--- src/rtl/core/pidsw_pkg.sv ---
// shared types and constants of the weighted-setpoint pid controller
package pidsw_pkg;

    // configuration register indexes
    localparam logic [2:0] REG_GAIN = 3'd0;
    localparam logic [2:0] REG_TI   = 3'd1;
    localparam logic [2:0] REG_TD   = 3'd2;
    localparam logic [2:0] REG_B    = 3'd3;
    localparam logic [2:0] REG_N    = 3'd4;
    localparam logic [2:0] REG_TP   = 3'd5;

    // operation codes of the shared arithmetic unit
    typedef enum logic [1:0] {
        OP_MUL,
        OP_DIV,
        OP_ADD,
        OP_SUB
    } alu_op_t;

endpackage

--- src/rtl/core/pidsw_alu.sv ---
// shared saturating fixed-point unit: bit-serial multiply and divide, add, subtract
module pidsw_alu #(
    parameter int DATA_WIDTH = 32,
    parameter int FRAC_BITS  = 16
) (
    input  logic                         aclk,
    input  logic                         aresetn,
    input  logic                         start,
    input  pidsw_pkg::alu_op_t           op,
    input  logic signed [DATA_WIDTH-1:0] opa,
    input  logic signed [DATA_WIDTH-1:0] opb,
    output logic                         done,
    output logic signed [DATA_WIDTH-1:0] res
);
    localparam int W  = DATA_WIDTH;
    localparam int PW = 2 * W + FRAC_BITS;
    localparam int CW = $clog2(PW + 1);
    localparam logic [W:0] MAXP = {2'b00, {(W-1){1'b1}}};
    localparam logic [W:0] MAXN = {2'b01, {(W-1){1'b0}}};

    typedef enum logic [1:0] {S_IDLE, S_MUL, S_DIV, S_DONE} st_t;

    st_t              state_reg;
    logic [CW-1:0]    cnt_reg;
    logic             neg_reg;
    logic [W-1:0]     ma_reg, mb_reg;
    logic [PW-1:0]    acc_reg;
    logic [W:0]       rem_reg;
    logic [PW-1:0]    num_reg;
    logic signed [W-1:0] res_reg;

    logic [W-1:0] mag_a, mag_b;
    logic [W:0]   rsh, rdf;
    logic signed [W+1:0] sum_ext;
    logic [PW-1:0] add_sh;

    assign mag_a = opa[W-1] ? (~opa + 1'b1) : opa;
    assign mag_b = opb[W-1] ? (~opb + 1'b1) : opb;
    assign sum_ext = (op == pidsw_pkg::OP_ADD) ?
        ({{2{opa[W-1]}}, opa} + {{2{opb[W-1]}}, opb}) :
        ({{2{opa[W-1]}}, opa} - {{2{opb[W-1]}}, opb});
    // multiply: add shifted multiplicand for each multiplier bit
    assign add_sh = ma_reg[0] ? (acc_reg + ({{(PW-W){1'b0}}, mb_reg} << cnt_reg)) : acc_reg;
    // divide: one restoring step per cycle
    assign rsh = {rem_reg[W-1:0], num_reg[PW-1]};
    assign rdf = rsh - {1'b0, mb_reg};

    // saturate a magnitude with sign
    function automatic logic [W-1:0] sat(input logic neg, input logic [PW-1:0] m);
        logic [PW-1:0] lim;
        lim = {{(PW-W-1){1'b0}}, neg ? MAXN : MAXP};
        if (m > lim) m = lim;
        sat = neg ? (~m[W-1:0] + 1'b1) : m[W-1:0];
    endfunction

    assign done = (state_reg == S_DONE);
    assign res  = res_reg;

    // sequencer
    always_ff @(posedge aclk) begin
        if (!aresetn) begin
            state_reg <= S_IDLE;
            cnt_reg   <= '0;
        end else begin
            unique case (state_reg)
                S_IDLE: begin
                    if (start) begin
                        neg_reg <= opa[W-1] ^ opb[W-1];
                        ma_reg  <= mag_a;
                        mb_reg  <= mag_b;
                        acc_reg <= '0;
                        rem_reg <= '0;
                        num_reg <= {{(PW-W){1'b0}}, mag_a} << FRAC_BITS;
                        cnt_reg <= '0;
                        unique case (op)
                            pidsw_pkg::OP_MUL: state_reg <= S_MUL;
                            pidsw_pkg::OP_DIV: state_reg <= S_DIV;
                            default: begin
                                if (sum_ext > $signed({2'b00, MAXP[W-1:0]}))
                                    res_reg <= MAXP[W-1:0];
                                else if (sum_ext < -$signed({1'b0, MAXN}))
                                    res_reg <= MAXN[W-1:0];
                                else
                                    res_reg <= sum_ext[W-1:0];
                                state_reg <= S_DONE;
                            end
                        endcase
                    end
                end
                S_MUL: begin
                    acc_reg <= add_sh;
                    ma_reg  <= ma_reg >> 1;
                    cnt_reg <= cnt_reg + 1'b1;
                    if (cnt_reg == CW'(W - 1)) begin
                        res_reg   <= sat(neg_reg, add_sh >> FRAC_BITS);
                        state_reg <= S_DONE;
                    end
                end
                S_DIV: begin
                    num_reg <= num_reg << 1;
                    cnt_reg <= cnt_reg + 1'b1;
                    if (!rdf[W]) begin
                        rem_reg <= rdf;
                        acc_reg <= {acc_reg[PW-2:0], 1'b1};
                    end else begin
                        rem_reg <= rsh;
                        acc_reg <= {acc_reg[PW-2:0], 1'b0};
                    end
                    if (cnt_reg == CW'(PW - 1)) begin
                        res_reg   <= sat(neg_reg, {acc_reg[PW-2:0], ~rdf[W]});
                        state_reg <= S_DONE;
                    end
                end
                default: state_reg <= S_IDLE;
            endcase
        end
    end
endmodule

--- src/rtl/core/pid_setpoint_weighted_filtered_d.sv ---
// top level of the weighted-setpoint pid controller with filtered derivative
// Usage: write the six gain/time registers through cfg_* while idle. Each
// s_axis word (setpoint low, measured high) yields one m_axis word
// (control, divide_fault in bit 32). Work runs through one shared
// saturating unit, with bit-serial multiplies and divides. A sample
// issues at most 9 multiplies, 2 divides and 8 add/sub, and fewer
// when Ti or Td is zero; the shared serial unit sets the sample pace.
// One item is worked on at a time; s_axis_tready is high only when
// the controller is idle and the output register empty.
// A stalled m_axis holds the result; no new sample is taken until it
// leaves. Reset clears the integrator, filter, history and error state.
module pid_setpoint_weighted_filtered_d #(
    parameter int DATA_WIDTH = 32,
    parameter int FRAC_BITS  = 16
) (
    input  logic        aclk,
    input  logic        aresetn,
    input  logic        s_axis_tvalid,
    output logic        s_axis_tready,
    input  logic [63:0] s_axis_tdata,  // setpoint[31:0], measured[63:32]
    output logic        m_axis_tvalid,
    input  logic        m_axis_tready,
    output logic [39:0] m_axis_tdata,  // control[31:0], divide_fault[32]
    input  logic        cfg_we,
    input  logic [2:0]  cfg_index,
    input  logic [31:0] cfg_data
);
    localparam int W = DATA_WIDTH;
    typedef logic signed [W-1:0] d_t;

    typedef enum logic [4:0] {
        S_IDLE, S_P1, S_P2, S_P3, S_I1, S_I2, S_I3, S_I4,
        S_D1, S_D2, S_D3, S_D4, S_D5, S_D6, S_D7, S_D8, S_D9,
        S_C1, S_C2, S_E, S_OUT
    } st_t;

    logic [31:0] k_reg, b_reg;
    logic [30:0] ti_reg, td_reg, n_reg, tp_reg;
    st_t  state_reg;
    d_t   iacc_reg, dacc_reg, y_reg, yp_reg, e_reg, w_reg;
    d_t   p_reg, t1_reg, t2_reg, c_reg;
    logic fault_reg;
    logic [31:0] ctl_reg;
    logic        ovalid_reg;

    logic alu_start, alu_done;
    pidsw_pkg::alu_op_t alu_op;
    d_t alu_a, alu_b, alu_r;
    logic busy_reg;

    // clamp a 32-bit signed value into the data width
    function automatic d_t cl32(input logic [31:0] v);
        logic signed [63:0] x;
        logic signed [63:0] hi;
        x  = {{32{v[31]}}, v};
        hi = (64'sd1 <<< (W - 1)) - 64'sd1;
        if (x > hi) x = hi;
        else if (x < -hi - 64'sd1) x = -hi - 64'sd1;
        cl32 = x[W-1:0];
    endfunction

    function automatic d_t cl31(input logic [30:0] v);
        cl31 = cl32({1'b0, v});
    endfunction

    assign s_axis_tready = (state_reg == S_IDLE) && !ovalid_reg;
    assign m_axis_tvalid = ovalid_reg;
    assign m_axis_tdata  = {7'd0, fault_reg, ctl_reg};

    // configuration registers
    always_ff @(posedge aclk) begin
        if (!aresetn) begin
            k_reg <= 32'd65536;  ti_reg <= '0; td_reg <= '0;
            b_reg <= 32'd65536;  n_reg <= 31'd655360; tp_reg <= 31'd65536;
        end else if (cfg_we) begin
            unique case (cfg_index)
                pidsw_pkg::REG_GAIN: k_reg  <= cfg_data;
                pidsw_pkg::REG_TI:   ti_reg <= cfg_data[30:0];
                pidsw_pkg::REG_TD:   td_reg <= cfg_data[30:0];
                pidsw_pkg::REG_B:    b_reg  <= cfg_data;
                pidsw_pkg::REG_N:    n_reg  <= cfg_data[30:0];
                pidsw_pkg::REG_TP:   tp_reg <= cfg_data[30:0];
                default: ;
            endcase
        end
    end

    // operand selection per step
    always_comb begin
        alu_op = pidsw_pkg::OP_MUL; alu_a = '0; alu_b = '0;
        unique case (state_reg)
            S_P1: begin alu_a = cl32(b_reg); alu_b = w_reg; end
            S_P2: begin alu_op = pidsw_pkg::OP_SUB; alu_a = t1_reg; alu_b = y_reg; end
            S_P3: begin alu_a = cl32(k_reg); alu_b = t1_reg; end
            S_I1: begin alu_a = cl32(k_reg); alu_b = cl31(tp_reg); end
            S_I2: begin alu_a = t1_reg; alu_b = e_reg; end
            S_I3: begin alu_op = pidsw_pkg::OP_DIV; alu_a = t1_reg; alu_b = cl31(ti_reg); end
            S_I4: begin alu_op = pidsw_pkg::OP_ADD; alu_a = iacc_reg; alu_b = t1_reg; end
            S_D1: begin alu_a = cl31(n_reg); alu_b = cl31(tp_reg); end
            S_D2: begin alu_op = pidsw_pkg::OP_ADD; alu_a = t1_reg; alu_b = cl31(td_reg); end
            S_D3: begin alu_op = pidsw_pkg::OP_DIV; alu_a = cl31(td_reg); alu_b = t1_reg; end
            S_D4: begin alu_op = pidsw_pkg::OP_SUB; alu_a = y_reg; alu_b = yp_reg; end
            S_D5: begin alu_a = cl32(k_reg); alu_b = cl31(n_reg); end
            S_D6: begin alu_a = t1_reg; alu_b = t2_reg; end
            S_D7: begin alu_a = t1_reg; alu_b = c_reg; end
            S_D8: begin alu_a = dacc_reg; alu_b = c_reg; end
            S_D9: begin alu_op = pidsw_pkg::OP_SUB; alu_a = t1_reg; alu_b = t2_reg; end
            S_C1: begin alu_op = pidsw_pkg::OP_ADD; alu_a = p_reg; alu_b = iacc_reg; end
            S_C2: begin alu_op = pidsw_pkg::OP_ADD; alu_a = t1_reg; alu_b = dacc_reg; end
            S_E:  begin alu_op = pidsw_pkg::OP_SUB; alu_a = w_reg; alu_b = y_reg; end
            default: ;
        endcase
    end

    assign alu_start = !busy_reg && state_reg != S_IDLE && state_reg != S_OUT;

    pidsw_alu #(.DATA_WIDTH(DATA_WIDTH), .FRAC_BITS(FRAC_BITS)) u_alu (
        .aclk(aclk), .aresetn(aresetn), .start(alu_start), .op(alu_op),
        .opa(alu_a), .opb(alu_b), .done(alu_done), .res(alu_r)
    );

    // control sequencer and state
    always_ff @(posedge aclk) begin
        if (!aresetn) begin
            state_reg  <= S_IDLE;
            busy_reg   <= 1'b0;
            ovalid_reg <= 1'b0;
            iacc_reg <= '0; dacc_reg <= '0; y_reg <= '0; yp_reg <= '0; e_reg <= '0;
        end else begin
            if (ovalid_reg && m_axis_tready) ovalid_reg <= 1'b0;
            if (alu_start) busy_reg <= 1'b1;
            if (alu_done)  busy_reg <= 1'b0;
            unique case (state_reg)
                S_IDLE: if (s_axis_tvalid && s_axis_tready) begin
                    w_reg     <= cl32(s_axis_tdata[31:0]);
                    yp_reg    <= y_reg;
                    y_reg     <= cl32(s_axis_tdata[63:32]);
                    fault_reg <= 1'b0;
                    state_reg <= S_P1;
                end
                S_OUT: begin
                    ovalid_reg <= 1'b1;
                    state_reg  <= S_IDLE;
                end
                default: if (alu_done) begin
                    t1_reg <= alu_r;
                    unique case (state_reg)
                        S_P1: state_reg <= S_P2;
                        S_P2: state_reg <= S_P3;
                        S_P3: begin
                            p_reg <= alu_r;
                            if (ti_reg == '0) begin
                                iacc_reg <= '0;
                                if (td_reg == '0) begin
                                    dacc_reg <= '0; state_reg <= S_C1;
                                end else state_reg <= S_D1;
                            end else state_reg <= S_I1;
                        end
                        S_I1: state_reg <= S_I2;
                        S_I2: state_reg <= S_I3;
                        S_I3: state_reg <= S_I4;
                        S_I4: begin
                            iacc_reg <= alu_r;
                            if (td_reg == '0) begin
                                dacc_reg <= '0; state_reg <= S_C1;
                            end else state_reg <= S_D1;
                        end
                        S_D1: state_reg <= S_D2;
                        S_D2: begin
                            if (alu_r == '0) begin
                                fault_reg <= 1'b1; state_reg <= S_C1;
                            end else state_reg <= S_D3;
                        end
                        S_D3: begin c_reg <= alu_r; state_reg <= S_D4; end
                        S_D4: begin t2_reg <= alu_r; state_reg <= S_D5; end
                        S_D5: state_reg <= S_D6;
                        S_D6: state_reg <= S_D7;
                        S_D7: begin t2_reg <= alu_r; state_reg <= S_D8; end
                        S_D8: state_reg <= S_D9;
                        S_D9: begin dacc_reg <= alu_r; state_reg <= S_C1; end
                        S_C1: state_reg <= S_C2;
                        S_C2: begin
                            if (alu_r > $signed(64'sd2147483647))
                                ctl_reg <= 32'h7fffffff;
                            else if (alu_r < $signed(-64'sd2147483648))
                                ctl_reg <= 32'h80000000;
                            else
                                ctl_reg <= 32'(alu_r);
                            state_reg <= S_E;
                        end
                        S_E: begin e_reg <= alu_r; state_reg <= S_OUT; end
                        default: state_reg <= S_IDLE;
                    endcase
                end
            endcase
        end
    end
endmodule

--- config.mk ---
export PLATFORM = sky130hd
export DESIGN_NAME = pid_setpoint_weighted_filtered_d
export DESIGN_NICKNAME = d
export VERILOG_FILES = /design/src/rtl/core/pidsw_pkg.sv /design/src/rtl/core/pidsw_alu.sv /design/src/rtl/core/pid_setpoint_weighted_filtered_d.sv
export SDC_FILE = /design/constraint.sdc
export NUM_CORES = 2
export LEC_CHECK = 0
export ABC_AREA = 1
export BUFFER_PORTS_ARGS = -buffer_cell sky130_fd_sc_hd__buf_2
export CAP_MARGIN = 20
export CORE_MARGIN = 4
export CORE_UTILIZATION = 30
export CTS_CLUSTER_DIAMETER = 80
export CTS_CLUSTER_SIZE = 20
export DETAILED_ROUTE_END_ITERATION = 10
export REMOVE_ABC_BUFFERS = 1
export SLEW_MARGIN = 20
export SYNTH_ARGS = -nofsm -noshare
export SYNTH_HDL_FRONTEND = slang
export SYNTH_SLANG_ARGS = --single-unit
--- constraint.sdc ---
create_clock -name aclk -period 15.1 [get_ports aclk]
set_input_delay 4.53 -clock aclk [delete_from_list [all_inputs] [get_ports aclk]]
set_output_delay 4.53 -clock aclk [all_outputs]
set_load 0.05 [all_outputs]
==> flow_metrics.py <==
metrics = {
    "floorplan": {
        "dieArea_sq_mm": 0.191,
        "io_pins": 146,
        "coreArea_sq_mm": 0.183,
        "die_w_um": 437,
        "die_h_um": 437,
        "initial_core_util_pct": 30.2,
        "num_rows": 157,
    },
    "drt": {
        "vias": 55000,
        "firstDrtPassIters": 8,
        "drtAntennaViolNets": 0,
        "route.detailed.drc": 0,
        "via_per_inst": 5.42,
        "finalWirelength_um": 239000,
        "drt-initial-drc-count": 6957,
        "wl_per_cell_um": 23.6,
    },
    "synth": {
        "synth_cells": 7782,
        "synth.distinct_cells": 79,
        "netlist.top_cell.by_area": "edfxtp_1",
        "synth_seq_cells": 830,
        "postSynthAreaPerCell_sq_um": 7.10,
        "synthesis.area_sq_mm": 0.0553,
        "synth_edf_count": 466,
        "async_flop_share_pct": 0,
        "synth_top_area_share_pct": 25.3,
        "synth-seq-area-share_pct": 38.5,
        "synth_flop_cell": "edfxtp_1",
        "yosysWarnings": 0,
        "synthTopCellsByArea": "edfxtp_1, dfxtp_1, nand2_1, o21ai_0, inv_1",
    },
    "global_route": {
        "groute.usage.overall_pct": 23.8,
        "grt_pass1_wl_um": 343000,
        "antenna_found_initial": 19,
        "grt_pass1_vias": 51500,
        "overflow": 0,
        "grt_max_degree": 139,
    },
    "worst_hold_path": {
        "hp-start": "e_reg[27]$_SDFFE_PN0P_",
        "hold_class": "reg -> reg",
        "worst_hold_path.num_cells": 2,
        "hold_path_end": "e_reg[27]$_SDFFE_PN0P_",
    },
    "power": {
        "power_density_mw_per_mm2": 183,
        "irDropWorstVdd_mv": 0.152,
        "p_leak_nw": 25.0,
    },
    "clocking": {
        "clk_pin_slew_ns": 0.09,
        "cts_resized": 0,
        "hold_buffers": 0,
        "cts-root-buf": "clkbuf_16",
        "post_cts_buffers": 0,
        "clk_latency_ns": 0.71,
        "cts_tree": "built",
        "clock-sinks": 830,
        "htreeDepth": 2,
        "numCtsBuffers": 54,
        "clock_path_buffers": 3,
    },
    "worst_setup_path": {
        "arrival_ns": 10.42,
        "r2r-start": "u_alu.cnt_reg[1]$_SDFFE_PN0P_",
        "crit_top_cell": "nand2_1",
        "r2r_slack_ns": 5.08,
        "endpoint_kind": "register",
        "rr_worst_depth": 45,
        "r2r-end": "u_alu.res[18]$_DFFE_PP_",
        "start_kind": "register",
        "critical_path_required_ns": 15.51,
        "cp_top_family": "simple AND/OR/NAND/NOR gates",
        "critPathMaxFanout": 37,
        "crit_slowest_cell": "clkinv_1",
        "worstSetupPathType": "reg -> reg",
        "cp_slowest_stage_delay_ns": 1.07,
        "critPathBufInv": 6,
    },
    "sta": {
        "fin_crit_ns": 10.02,
        "period_share_pct": 66.3,
        "setup_tns_ns": 0,
        "rsz0062_at_grt": "false",
        "fin_worst_skew_ns": 0.0724,
        "worst_pin_slew_ns": 1.15,
        "max_freq_mhz": 99.8,
        "hold_viol_final": 0,
        "slew_headroom_pct": 23.2,
        "final_max_slew_viol_count": 0,
        "finalSetupViolations": 0,
    },
    "finish": {
        "drive_above_1_share_pct": 6.07,
        "largest_reg_flops": 80,
        "final_net_count": 7962,
        "final_common_cell": "nand2_1",
        "final_cell_mix": "nand2_1, inv_1, nor2_1",
        "fillers": 19800,
        "area_growth_pct": 8.22,
        "stdcell_area_sq_mm": 0.0598,
        "fin_util_pct": 32.7,
    },
    "place": {
        "hpwl_um": 174000,
        "gp_congestion": 0.992,
        "postPlaceCellArea_sq_mm": 0.0580,
        "port_buffers": 138,
    },
    "status": {
        "status": "finished clean",
    },
    "job": {
        "cap_violations": 0,
    },
}
[cells in the mapped netlist, drive strengths merged (58+ instances only)]
library cell / number
a221oi: 96
ha: 216
nand2: 1923
buf: 110
xnor2: 70
a21oi: 642
xor2: 83
o22ai: 125
nand3: 390
nand4: 58
nor3: 62
a211oi: 68
dfxtp: 364
nor2: 826
clkbuf: 319
o21ai: 761
inv: 921
edfxtp: 466
[area by class of cell]
class	count	area, sq um	area share [%]
clock inverters	22	268	0.448
flip-flops and latches	830	21300	35.6
diodes	6	15.0	0.0251
well taps	2464	3080	5.15
repair buffers	224	1350	2.25
clock buffers	78	1480	2.48
multi-input cells	5601	28800	48.2
inverters	928	3490	5.83
[power breakdown]
part,leakage (nW),internal (mW),switching [mW]
Combinational,16.9,1.70,4.23
Clock,0.835,0.740,0.890
Sequential,7.29,2.97,0.402
Total,25.0,5.40,5.52
[cell families (layout without fill, tap and decap cells)]
kind of cell / count (synthesis) / count (layout) / share of synthesized area (%)
AO/OA/AOI/OAI: 1863 / 1863 / 19.3
buffers and inverters: 1357 / 1252 / 9.60
multiplexers: 7 / 7 / 0.127
AND/OR/NAND/NOR: 3352 / 3352 / 25.0
XOR/XNOR: 153 / 153 / 2.42
other: 1 / 13 / 0.00678
flip-flops: 830 / 830 / 38.5
adder cells (fa/ha/maj): 219 / 219 / 5.00
[worst max path at each step]
stage | from | endpoint | cells past startpoint
6_report | u_alu.cnt_reg[1]$_SDFFE_PN0P_ | u_alu.res[18]$_DFFE_PP_ | 45
5_1_grt | u_alu.cnt_reg[1]$_SDFFE_PN0P_ | u_alu.res[18]$_DFFE_PP_ | 42
2_1_floorplan | u_alu.state_reg[0]$_SDFFE_PN0P_ | u_alu.num_reg[16]$_SDFFCE_PP0P_ | 4
4_1_cts | u_alu.cnt_reg[1]$_SDFFE_PN0P_ | u_alu.res[18]$_DFFE_PP_ | 46
3_3_place_gp | u_alu.cnt_reg[1]$_SDFFE_PN0P_ | u_alu.res[18]$_DFFE_PP_ | 46
3_5_place_dp | u_alu.cnt_reg[1]$_SDFFE_PN0P_ | u_alu.res[18]$_DFFE_PP_ | 46
[through the flow]
| step | cells | total power [mW] | hold slack (ns) | setup slack, ns |
|---|---|---|---|---|
| 6_report | 10200 | 10.9 | 0.459 | 5.08 |
| 5_1_grt | 10100 | 11.6 | 0.475 | 4.22 |
| 4_1_cts | 10100 | 10.8 | 0.456 | 5.33 |
| 3_5_place_dp | 10000 | 9.19 | 0.443 | 5.38 |
| 3_3_place_gp | 10000 | 9.12 | 0.439 | 5.35 |
| 2_1_floorplan | 7359 | 7.12 | 0.424 | 3.70 |
[layer usage]
layer  track usage (%)  wire length, um
met1              31.0            96600
met2              38.2           106000
met3              4.11            22500
met4              11.7            13800
met5                 0               80
[tightest hold or removal path: cells and delay by family (launching register included)]
| kind | cells | cell delay [ns] |
|---|---|---|
| flops | 1 | 0.31 |
| buf+inv | 1 | 0.06 |
| compound gates | 1 | 0.05 |
Power figures use the tool's default switching activity.
